File: src/rtl/core/qrs_pkg.sv
package qrs_pkg;

  localparam int DATA_W      = 32;
  localparam int FRAC_DEF    = 16;
  localparam int FRAC_MAX    = 24;
  // exact discriminant B^2 + 4|AC| never needs more than this
  localparam int DISC_W      = 2*DATA_W + 3;
  localparam int SQRT_W      = DATA_W + 2;
  localparam int SAT_W       = 2*DATA_W + FRAC_MAX + 3;
  localparam int QUEUE_DEPTH = 2;
  localparam int ADDR_W      = 3;

  localparam logic REG_INPUT_FORM = 1'b0;

  typedef enum logic [1:0] {
    ST_NONE = 2'd0,
    ST_ONE  = 2'd1,
    ST_TWO  = 2'd2,
    ST_INF  = 2'd3
  } root_status_t;

  typedef enum logic [1:0] {
    KIND_FIXED,
    KIND_LINEAR,
    KIND_QUAD
  } item_kind_t;

  typedef struct packed {
    logic signed [DATA_W-1:0] coef_a;
    logic signed [DATA_W-1:0] coef_b;
    logic signed [DATA_W-1:0] coef_c;
  } coefs_t;

  typedef struct packed {
    logic [1:0]               root_status;
    logic signed [DATA_W-1:0] root_low;
    logic signed [DATA_W-1:0] root_high;
    logic                     saturated;
  } roots_t;

  // classified item handed from front to back
  typedef struct packed {
    item_kind_t               kind;
    root_status_t             status;
    logic signed [DATA_W-1:0] a;
    logic signed [DATA_W-1:0] b;
    logic signed [DATA_W-1:0] c;
    logic [DISC_W-1:0]        disc;
    logic                     sat;
  } work_t;

  typedef struct packed {
    logic full;
    logic empty;
  } qstat_t;

  function automatic logic [DATA_W-1:0] mag_w(input logic [DATA_W-1:0] v);
    return v[DATA_W-1] ? (~v + 1'b1) : v;
  endfunction

  // clip a magnitude to the signed range and apply the sign; msb is the clip flag
  function automatic logic [DATA_W:0] sat_fn(input logic neg, input logic [SAT_W-1:0] m);
    logic [SAT_W-1:0]  lim;
    logic              over;
    logic [DATA_W-1:0] mm;
    lim  = (SAT_W'(1) << (DATA_W-1)) - SAT_W'(!neg);
    over = m > lim;
    mm   = over ? lim[DATA_W-1:0] : m[DATA_W-1:0];
    return {over, neg ? (~mm + 1'b1) : mm};
  endfunction

endpackage

File: src/rtl/core/qrs_queue.sv
module qrs_queue #(
  parameter int DEPTH = qrs_pkg::QUEUE_DEPTH
) (
  input  logic            clk,
  input  logic            rst,
  input  logic            push,
  input  qrs_pkg::work_t  wr,
  input  logic            pop,
  output qrs_pkg::work_t  rd,
  output qrs_pkg::qstat_t stat
);
  import qrs_pkg::*;

  localparam int PW = (DEPTH > 1) ? $clog2(DEPTH) : 1;
  localparam int CW = $clog2(DEPTH + 1);

  work_t slots [DEPTH];
  logic [PW-1:0] wp, rp;
  logic [CW-1:0] cnt;

  always_ff @(posedge clk) begin
    if (rst) begin
      wp  <= '0;
      rp  <= '0;
      cnt <= '0;
    end else begin
      if (push) begin
        wp <= (wp == PW'(DEPTH-1)) ? '0 : wp + 1'b1;
      end
      if (pop) begin
        rp <= (rp == PW'(DEPTH-1)) ? '0 : rp + 1'b1;
      end
      cnt <= cnt + CW'(push) - CW'(pop);
    end
  end

  always_ff @(posedge clk) begin
    if (push) begin
      slots[wp] <= wr;
    end
  end

  assign rd         = slots[rp];
  assign stat.full  = cnt == CW'(DEPTH);
  assign stat.empty = cnt == '0;

endmodule

File: config.mk
export PLATFORM = sky130hd
export DESIGN_NAME = qrs_queue
export DESIGN_NICKNAME = d
export VERILOG_FILES = /design/src/rtl/core/qrs_pkg.sv /design/src/rtl/core/qrs_queue.sv
export SDC_FILE = /design/constraint.sdc
export NUM_CORES = 1
export LEC_CHECK = 0
export BUFFER_PORTS_ARGS = -buffer_cell sky130_fd_sc_hd__buf_2
export CAP_MARGIN = 20
export CORE_UTILIZATION = 52
export DETAILED_ROUTE_END_ITERATION = 10
export PLACE_DENSITY = 0.91
export SETUP_SLACK_MARGIN = 0.1
export SYNTH_ARGS = -nofsm -noshare
export SYNTH_HDL_FRONTEND = slang
export SYNTH_SLANG_ARGS = --single-unit
File: constraint.sdc
create_clock -name clk -period 10.9 [get_ports clk]
set_input_delay 2.18 -clock clk [delete_from_list [all_inputs] [get_ports clk]]
set_output_delay 2.18 -clock clk [all_outputs]
set_load 0.01 [all_outputs]
Word level (Yosys, flattened, before mapping):

Memory sizes are Yosys's and may differ from the RTL's. A register that Yosys moved wholly into a read port is not among the register bits.
Index checks and enable logic that the tools add are counted.

* mux-type cells: 6
* add/subtract/negate cells: 4
* shifts and indexed selects: 0
* equal/unequal tests: 1
* $lt $le $gt $ge: 0
* $mul: 0
* divide/modulo/power cells: 0
* reductions and logical operators: 1
* bitwise gates (word level): 0

Operators by type and width (count)
* 1-bit two-way mux: 6
* 1-bit adder, second input constant: 2
* 2-bit by 1-bit adder with 2-bit output: 1
* 2-bit equality test, second input constant: 1
* 2-bit logical NOT: 1
* 2-bit by 1-bit subtractor with 2-bit output: 1

* bits in latches: 0
* memories: 1
* bits in writable memories: 336
* register bits: 4
* bits in read-only memories: 0
* word-level logic and storage cells: 16

Memories
* slots: words 2, bits a word 168, rd ports 1, clocked after memory_dff 1, wr ports 1, RTL line qrs_queue.sv:17 `work_t slots [DEPTH];`

Longest topological paths before layout:

Gate-level depths: netlist of run 1.

* depth in word-level cells: 4
* depth in mapped cells: 6
* mapped depth without buffers: 6

Least setup slack after synthesis of run 1:

Ideal clock, no wire load.

* path kind: input to register
* start: in push
* end: mem slots[0][0] in the netlist's numbering (enable)
* cell stages on the path: 1
* arrival time: 9.437 ns
* buffers on the path: 0
* path slack: 0.745 ns
* setup time: 0.718 ns
* data required time: 10.182 ns
* cell sequence: nor2b_1

* longest elaborated chain between the ends: 2

Ends and longest elaborated chain
* start, declared: RTL line qrs_queue.sv:6 `input logic push,`
* 1-bit two-way mux: RTL line qrs_queue.sv:38 `if (push) begin`
* 1-bit two-way mux (implied by the code): RTL line qrs_queue.sv:39 `slots[wp] <= wr;`
* end, declared: RTL line qrs_queue.sv:17

Every way passes these cells.

==> results of run 1 <==
[worst max-delay path: stages, from the launching register on]
cell and delay [ns]:
dfxtp_4 0.82, buf_4 0.87, mux2_2 0.42, buf_2 0.14
[logic make-up (layout without fill, tap and decap cells)]
group / count (synthesis) / after routing / share of synthesized area [%]
buf+inv: 21 / 410 / 1.54
flops: 341 / 341 / 79.8
simple gates: 9 / 9 / 0.343
fa+ha+maj: 2 / 2 / 0.196
other cells: 0 / 4 / 0
xor+xnor: 3 / 3 / 0.314
mux: 168 / 168 / 17.8
[state kept, by name, summed over array words and instances (netlist names), named ones only]
name,count
slots,336
cnt,2
rp,1
wp,1
[per-stage QoR]
stage	total power, uW	utilization [%]
2_1_floorplan	1810	-
3_3_place_gp	1920	62.1
3_5_place_dp	1930	62.1
4_1_cts	3010	66.5
5_1_grt	3080	66.5
6_report	2980	66.5
[where the power goes]
group	total [uW]	leakage, uW	switching [uW]	internal, uW
Sequential	1560	0.00320	28.3	1530
Combinational	338	0.00245	168	171
Clock	1080	0.000512	436	640
Total	2980	0.00615	632	2340
[final timing paths]
check        startpoint            to  slack [ns]
max           flip-flop       rd[148]        5.90
max reg2reg          wp  slots[0][59]        8.55
min reg2reg          rp            rp        0.52
min                  rp            rp        0.52
[layout make-up]
class	count	area [um^2]	share of cell area (%)
antenna	4	10.0	0.0634
clock buffer	47	963	6.10
clock inverter	14	83.8	0.531
inverter	2	7.51	0.0475
multi-input combinational	182	2390	15.1
sequential	341	10200	64.5
tap	319	399	2.53
timing repair buffer	347	1750	11.1
[layer usage]
metal | up-vias | global-route usage, % | part of all wire [%]
li1 | 2893 | - | -
met5 | - | 0 | 0
met1 | 3059 | 19.2 | 38
met3 | 51 | 5.55 | 7.8
met2 | 276 | 31.9 | 52
met4 | 0 | 7.65 | 2.9
[cells in the final DEF (no fill, tap or decap)]
master       n
edfxtp_1   336
ha_1         2
dfxtp_1      4
inv_1        2
clkbuf_16   37
clkinv_1     9
xnor3_1      1
dfxtp_4      1
nor2_1       5
clkbuf_1    10
clkinv_2     4
mux2_4     101
xnor2_1      2
nor2b_4      1
buf_4        6
nor2b_1      2
buf_2      341
bufinv_16    1
mux2_2      67
and2_4       1
diode_2      4
==> impl_metrics.env, run 1 <==
export IMPL_fmax_mhz=200
export IMPL_yosysSeqAreaShare_pct=79.8
export IMPL_gr_total_overflow=0
export IMPL_hold_depth=2
export IMPL_initial_core_util_pct=53.7
export IMPL_cts_tree="built"
export IMPL_setup_ws_ns=5.90
export IMPL_grt_setup_unrepaired="false"
export IMPL_hold_viol_final=0
export IMPL_status="finished clean"
export IMPL_synth_area_per_cell_um2=23.5
export IMPL_start_kind="flip-flop"
export IMPL_maxSlewViolCount=0
export IMPL_port_buffer_count=341
export IMPL_fin_cells=1256
export IMPL_synth_edf_count=336
export IMPL_drive_above_1_share_pct=60.0
export IMPL_gr_usage_all_layers_pct=17.8
export IMPL_first_pass_iters=4
export IMPL_synth_common_cells="336 x edfxtp_1, 101 x mux2_4, 67 x mux2_2"
export IMPL_drt_iter0_markers=353
export IMPL_cts_resized=0
export IMPL_ant_nets=0
export IMPL_synth_area_um2=12800
export IMPL_die_area_um2=25200
export IMPL_min_period_ns=5.00
export IMPL_crit_fanout=64
export IMPL_synth_cell_types=13
export IMPL_vias=6279
export IMPL_synth_net_count=718
export IMPL_rows=56
export IMPL_synth_most_common_cell="edfxtp_1"
export IMPL_die_h_um=159
export IMPL_post_synth_top_area_fraction_pct=79.0
export IMPL_dpl_cell_area_um2=14700
export IMPL_worst_slew_pin_slew_ns=1.03
export IMPL_ios=342
export IMPL_cts_made_buffers=34
export IMPL_ys_warnings_count=0
export IMPL_grt_pass1_vias=6492
export IMPL_maxCapViolations=0
export IMPL_cts_hold_buffers=0
export IMPL_crit_type="reg -> out"
export IMPL_dp_hpwl_um=15800
export IMPL_ys_seq_elements=341
export IMPL_cts_path_max_buffers=3
export IMPL_setup_tns_final_ns=0
export IMPL_syn_to_final_growth_pct=23.8
export IMPL_clk_pin_slew_ns=0.06
export IMPL_final_design_area_no_fill_um2=15800
export IMPL_peakVddDrop_v=0.000154
export IMPL_htreeDepth=2
export IMPL_routabilityCongestion=0.766
export IMPL_maxSlewHeadroom_pct=31.2
export IMPL_die_w_um=159
export IMPL_worst_ep_required_time_ns=8.72
export IMPL_ys_flop_type="edfxtp_1"
export IMPL_drt_total_wl_um=23600
export IMPL_arrival_ns=2.82
export IMPL_post_place_cells=1191
export IMPL_nNetsFinal=1082
export IMPL_cts_root_buf="clkbuf_16"
export IMPL_hold_path_class="reg -> reg"
export IMPL_numClockSinks=341
export IMPL_antenna_found_initial=4
export IMPL_finalSetupViolCount=0
export IMPL_syn_inst=544
export IMPL_clock_skew_ns=0.0122
export IMPL_synth_top_area_cell="edfxtp_1"
export IMPL_leakage_uw=0.00615
export IMPL_grt_pass1_wl_um=32900
export IMPL_wl_per_cell_um=18.8
export IMPL_reg2reg_depth=2
export IMPL_viasPerCell=5.00
export IMPL_clk_latency_ns=0.49
export IMPL_drc_errors=0
export IMPL_grt_max_degree=77
export IMPL_min_period_over_period_pct=45.9
export IMPL_worst_hold_slack_ns=0.516
export IMPL_post_cts_buffers=0
export IMPL_synthArstFlopShare_pct=0
export IMPL_nFillCells=1527
export IMPL_core_area_um2=23800
export IMPL_synth_area_leaders="edfxtp_1 79%, mux2_4 12%, mux2_2 5.9%, buf_6 1.3%, dfxtp_1 0.78%"
export IMPL_place_ws_ns=6.34
export IMPL_end_kind="primary output"
export IMPL_powerDensity_nw_per_um2=188
Power figures use the tool's default switching activity.
==> run 2, diff against run 1 <==
Settings changed: CORE_UTILIZATION 52 to 47, PLACE_DENSITY 0.91 to 0.87.
Clock period 10.9 ns to 4.2 ns, I/O delays scaled along.
==> run 2 against run 1 <==
Register-to-register slack got worse by 6.2 ns. Cell area increased by 1.0%. Core utilization decreased by 6.0 points. Clock power increased to 2.8 times the previous value. Clock-buffer cell count decreased by 3. Total power increased to 2.7 times the previous value. Sequential power increased to 2.6 times the previous value. First-iteration DRC count decreased by 14%. Clock skew increased by 0.0036 ns.
==> impl_metrics.env, run 2 (synthesized netlist as in run 1, its figures left out) <==
export IMPL_finalSetupViolCount=0
export IMPL_cts_hold_buffers=0
export IMPL_drc_errors=0
export IMPL_reg2reg_depth=2
export IMPL_fmax_mhz=316
export IMPL_gr_total_overflow=0
export IMPL_total_power_uw=7930
export IMPL_fin_util_pct=60.6
export IMPL_r2r_setup_slack_ns=2.37
export IMPL_nFillCells=1860
export IMPL_clk_pin_slew_ns=0.06
export IMPL_initial_core_util_pct=48.4
export IMPL_setup_tns_final_ns=0
export IMPL_crit_fanout=68
export IMPL_cts_made_buffers=35
export IMPL_core_area_um2=26400
export IMPL_worst_slew_pin_slew_ns=1.03
export IMPL_min_period_ns=3.17
export IMPL_regArea_um2=10200
export IMPL_rows=59
export IMPL_start_kind="flip-flop"
export IMPL_maxSlewHeadroom_pct=31.2
export IMPL_cts_path_max_buffers=3
export IMPL_wl_per_cell_um=18.6
export IMPL_cts_root_buf="clkbuf_16"
export IMPL_grt_max_degree=91
export IMPL_htreeDepth=2
export IMPL_die_area_um2=27800
export IMPL_grt_pass1_wl_um=35700
export IMPL_combPwrFrac_pct=11.1
export IMPL_grt_pass1_vias=6689
export IMPL_crit_type="reg -> out"
export IMPL_vias=6266
export IMPL_arrival_ns=2.33
export IMPL_end_kind="primary output"
export IMPL_hold_path_class="reg -> reg"
export IMPL_worst_ep_required_time_ns=3.36
export IMPL_seq_power_share_pct=51.0
export IMPL_peakVddDrop_v=0.000419
export IMPL_clock_skew_ns=0.0158
export IMPL_ios=342
export IMPL_cp_endpoint="rd[67]"
export IMPL_final_cell_mix="341 x buf_2, 336 x edfxtp_1, 101 x mux2_4, 67 x mux2_2, 35 x clkbuf_16"
export IMPL_antenna_found_initial=2
export IMPL_regMostFlops="slots"
export IMPL_hold_viol_final=0
export IMPL_p_sw_uw=1700
export IMPL_cts_tree="built"
export IMPL_timing_rr_start="wp"
export IMPL_min_period_over_period_pct=75.4
export IMPL_drive_above_1_share_pct=61.1
export IMPL_maxSlewViolCount=0
export IMPL_ant_nets=0
export IMPL_clk_latency_ns=0.50
export IMPL_numClockSinks=341
export IMPL_multiInputGateArea_um2=2390
export IMPL_reg2reg_to="slots[1][144]"
export IMPL_cts_resized=0
export IMPL_leakage_uw=0.00622
export IMPL_syn_to_final_growth_pct=25.0
export IMPL_die_h_um=167
export IMPL_port_buffer_count=341
export IMPL_layout_commonest_cell="buf_2"
export IMPL_maxCapViolations=0
export IMPL_status="finished clean"
export IMPL_die_w_um=167
export IMPL_post_cts_buffers=0
export IMPL_worstHoldStart="rp"
export IMPL_clockPowerShare_pct=37.8
export IMPL_grt_setup_unrepaired="false"
export IMPL_powerDensity_nw_per_um2=497
export IMPL_p_int_uw=6220
export IMPL_routabilityCongestion=0.750
export IMPL_viasPerCell=4.92
export IMPL_nNetsFinal=1083
export IMPL_reg_top3="slots (336), cnt (2)"
export IMPL_dp_hpwl_um=16000
export IMPL_gr_usage_all_layers_pct=16.8
export IMPL_largest_reg_flops=336
export IMPL_swShare_pct=21.5
export IMPL_first_pass_iters=4
export IMPL_drt_iter0_markers=302
export IMPL_drt_total_wl_um=23800
## run 2: worst min-delay path by stage
stage                    to  slack, ns  cells past startpoint
2_1_floorplan     flip-flop       0.48                      2
3_3_place_gp      flip-flop       0.49                      2
3_5_place_dp      flip-flop       0.50                      2
4_1_cts        slots[1][39]       0.49                      1
5_1_grt        slots[0][26]       0.50                      1
6_report                 rp       0.52                      2
## run 2: layout make-up
type	instances	share of cell area [%]
antenna	3	0.0470
clock buffer	44	5.70
clock inverter	20	1.36
inverter	2	0.0470
multi-input combinational	182	15.0
sequential	341	63.9
tap	335	2.63
timing repair buffer	347	11.4
## run 2: power by group through the flow
| stage | sequential (uW) | combinational [uW] | clock (uW) |
|---|---|---|---|
| floorplan | 4100 | 564 | 0 |
| global placement | 4100 | 868 | 0 |
| detailed placement | 4120 | 890 | 0 |
| CTS | 4050 | 897 | 3080 |
| global route | 4060 | 944 | 3200 |
| finish | 4050 | 884 | 3000 |
## run 2: through the flow
stage | cell area (um^2) | setup WS [ns] | instances | hold slack [ns]
global placement | 14800 | 1.55 | 1207 | 0.489
global route | 16000 | 0.916 | 1272 | 0.497
detailed placement | 14800 | 1.55 | 1207 | 0.497
finish | 16000 | 1.03 | 1274 | 0.515
floorplan | 12800 | 0.408 | 544 | 0.480
CTS | 16000 | 0.995 | 1271 | 0.493
## run 2: layer usage
metal / wire [um] / up-vias / global-route usage, %
met5: 0 / - / 0
met4: 594 / 0 / 5.88
met3: 1760 / 47 / 5.11
met2: 12500 / 253 / 30.6
met1: 8850 / 3061 / 18.4
li1: - / 2905 / -
## run 2: worst max-delay path, stage by stage (launching register included)
cell and delay, ns:
dfxtp_4 0.76, buf_12 0.48, mux2_4 0.35, buf_2 0.14
==> run 3, diff against run 2 <==
Settings changed: ABC_AREA set to 1, CORE_UTILIZATION 47 to 52, PLACE_DENSITY 0.87 to 0.91.
Clock period 4.2 ns to 3.21 ns, I/O delays scaled along.
==> run 3 against run 2 <==
Clock skew up 0.0062 ns. Critical path depth unchanged. Largest power group unchanged. Cell area up 0.37%. Worst setup slack worse by 0.50 ns. Final cell count down 0.16%. Non-clock buffer count up 8.
==> impl_metrics.env, run 3 <==
export IMPL_synth_compound_area_share_pct=0.0392
export IMPL_powerDensity_nw_per_um2=632
export IMPL_gr_usage_all_layers_pct=18.6
export IMPL_cp_cell_sequence="buf_12, mux2_2, buf_2"
export IMPL_cts_tree="built"
export IMPL_worst_path_max_delay_cell="dfxtp_4"
export IMPL_htreeDepth=2
export IMPL_synth_area_per_cell_um2=23.0
export IMPL_cts_resized=0
export IMPL_dp_hpwl_um=16300
export IMPL_timing_rr_start="wp"
export IMPL_fin_util_pct=67.4
export IMPL_drt_iter0_markers=349
export IMPL_min_period_over_period_pct=83.5
export IMPL_cts_root_buf="clkbuf_16"
export IMPL_synth_most_common_cell="edfxtp_1"
export IMPL_synth_cell_types=14
export IMPL_grt_setup_unrepaired="false"
export IMPL_first_pass_iters=5
export IMPL_synth_net_count=729
export IMPL_viasPerCell=5.09
export IMPL_dpl_cell_area_um2=14900
export IMPL_rows=56
export IMPL_slowest_delay_ns=0.60
export IMPL_regMostFlops="slots"
export IMPL_grt_pass1_wl_um=35900
export IMPL_drt_total_wl_um=24100
export IMPL_synth_top_family_by_area="multiplexers"
export IMPL_crit_type="reg -> out"
export IMPL_worst_slew_pin_slew_ns=0.574
export IMPL_post_place_cells=1210
export IMPL_synthArstFlopShare_pct=0
export IMPL_clk_pin_slew_ns=0.06
export IMPL_die_w_um=159
export IMPL_worst_ep_required_time_ns=2.57
export IMPL_numClockSinks=341
export IMPL_final_cell_mix="341 x buf_2, 336 x edfxtp_1, 101 x mux2_4, 67 x mux2_2, 37 x clkbuf_16"
export IMPL_synth_area_um2=12800
export IMPL_synth_edf_count=336
export IMPL_fin_cells=1272
export IMPL_post_synth_top_area_fraction_pct=79.0
export IMPL_syn_to_final_growth_pct=25.4
export IMPL_finalSetupViolCount=0
export IMPL_drc_errors=0
export IMPL_largest_reg_flops=336
export IMPL_maxCapViolations=0
export IMPL_grt_max_degree=87
export IMPL_peakVddDrop_v=0.000555
export IMPL_hold_viol_final=0
export IMPL_hold_depth=1
export IMPL_reg2reg_to="slots[1][114]"
export IMPL_yosysSeqAreaShare_pct=79.7
export IMPL_clock_skew_ns=0.0219
export IMPL_synth_adder_area_share_pct=0.196
export IMPL_syn_inst=555
export IMPL_maxSlewViolCount=0
export IMPL_synth_common_cells="336 x edfxtp_1, 101 x mux2_4, 67 x mux2_2"
export IMPL_post_cts_buffers=0
export IMPL_cts_hold_buffers=0
export IMPL_synth_xor_area_share_pct=0.0685
export IMPL_synthMuxAreaShare_pct=17.8
export IMPL_die_area_um2=25200
export IMPL_nNetsFinal=1102
export IMPL_start_kind="flip-flop"
export IMPL_die_h_um=159
export IMPL_leakage_uw=0.00625
export IMPL_final_design_area_no_fill_um2=16000
export IMPL_r2r_setup_slack_ns=1.56
export IMPL_end_kind="primary output"
export IMPL_drive_above_1_share_pct=60.4
export IMPL_fmax_mhz=373
export IMPL_layout_commonest_cell="buf_2"
export IMPL_synth_top_area_cell="edfxtp_1"
export IMPL_total_power_uw=10100
export IMPL_port_buffer_count=341
export IMPL_cts_made_buffers=35
export IMPL_ys_warnings_count=0
export IMPL_grt_pass1_vias=6773
export IMPL_min_period_ns=2.68
export IMPL_hold_path_class="in -> reg"
export IMPL_yosys_area_share_simple_pct=0.431
export IMPL_reg_top3="slots (336), cnt (2)"
export IMPL_crit_fanout=53
export IMPL_reg2reg_depth=4
export IMPL_synth_area_leaders="edfxtp_1 79%, mux2_4 12%, mux2_2 5.9%, buf_6 1.3%, dfxtp_1 0.78%"
export IMPL_vias=6470
export IMPL_worstHoldStart="wr[117]"
export IMPL_initial_core_util_pct=53.8
export IMPL_clk_latency_ns=0.50
export IMPL_setup_tns_final_ns=0
export IMPL_ys_seq_elements=341
export IMPL_cts_path_max_buffers=3
export IMPL_min_to="slots[0][117]"
export IMPL_antenna_found_initial=3
export IMPL_ios=342
export IMPL_routabilityCongestion=0.776
export IMPL_arrival_ns=2.04
export IMPL_maxSlewHeadroom_pct=61.7
export IMPL_wl_per_cell_um=18.9
export IMPL_core_area_um2=23800
export IMPL_ant_nets=0
export IMPL_status="finished clean"
export IMPL_gr_total_overflow=0
export IMPL_ys_flop_type="edfxtp_1"
[run 3: cell count changes in the layout (fill, tap and decap cells not counted), moves of 2 or more]
cell        delta
inv_1          +5
nand2_1        +3
buf_12         +2
nor2b_1        -2
inv_6          -3
clkinv_2       -6
clkbuf_1       -3
clkinvlp_4     +2
clkbuf_16      +2
clkinv_1       +6
bufinv_16      -2
nor2_1         +2
buf_4          +6
[run 3: worst max path at each step]
stage                          from          end  slack, ns
after global routing      flip-flop      rd[140]       0.44
after floorplan                push  slots[1][0]      -0.36
final                     flip-flop      rd[148]       0.53
after detailed placement  flip-flop      rd[148]       1.03
after global placement    flip-flop      rd[151]       1.05
after CTS                 flip-flop      rd[166]       0.47
[run 3: worst max-delay path: cells and delay by family (launching register included)]
family	cells	cell delay, ns
flops	1	0.60
buf+inv	2	0.51
mux	1	0.39
[run 3: layout make-up]
type | instances | area (um^2)
inverters | 9 | 50.0
clock buffers | 43 | 948
flip-flops and latches | 341 | 10200
well taps | 319 | 399
clock inverters | 16 | 130
repair buffers | 355 | 1900
multi-input cells | 186 | 2390
fillers | 1501 | 7740
diodes | 3 | 7.51
[run 3: logic make-up after synthesis]
logic type,after synthesis
adders and majority gates,2
muxes,168
buffers and inverters,28
AOI/OAI and AO/OA,1
and+or+nand+nor,14
DFF,341
xor gates and xnor gates,1
[run 3: layer usage]
metal | wire length (um) | global-route usage (%) | up-vias
met5 | 0 | 0 | -
met4 | 718 | 7.68 | 0
met3 | 1720 | 4.96 | 53
met2 | 12700 | 33.6 | 292
met1 | 8970 | 20.5 | 3183
li1 | - | - | 2942
[run 3: report_power, final]
group          switching, uW  internal [uW]
Clock                   1520           2250
Sequential              73.8           5160
Combinational            559            561
Total                   2150           7970
[run 3: metrics by stage]
stage | hold slack [ns] | setup slack [ns]
3_3_place_gp | 0.489 | 1.05
6_report | 0.320 | 0.531
5_1_grt | 0.296 | 0.439
3_5_place_dp | 0.519 | 1.03
2_1_floorplan | 0.480 | -0.365
4_1_cts | 0.293 | 0.471
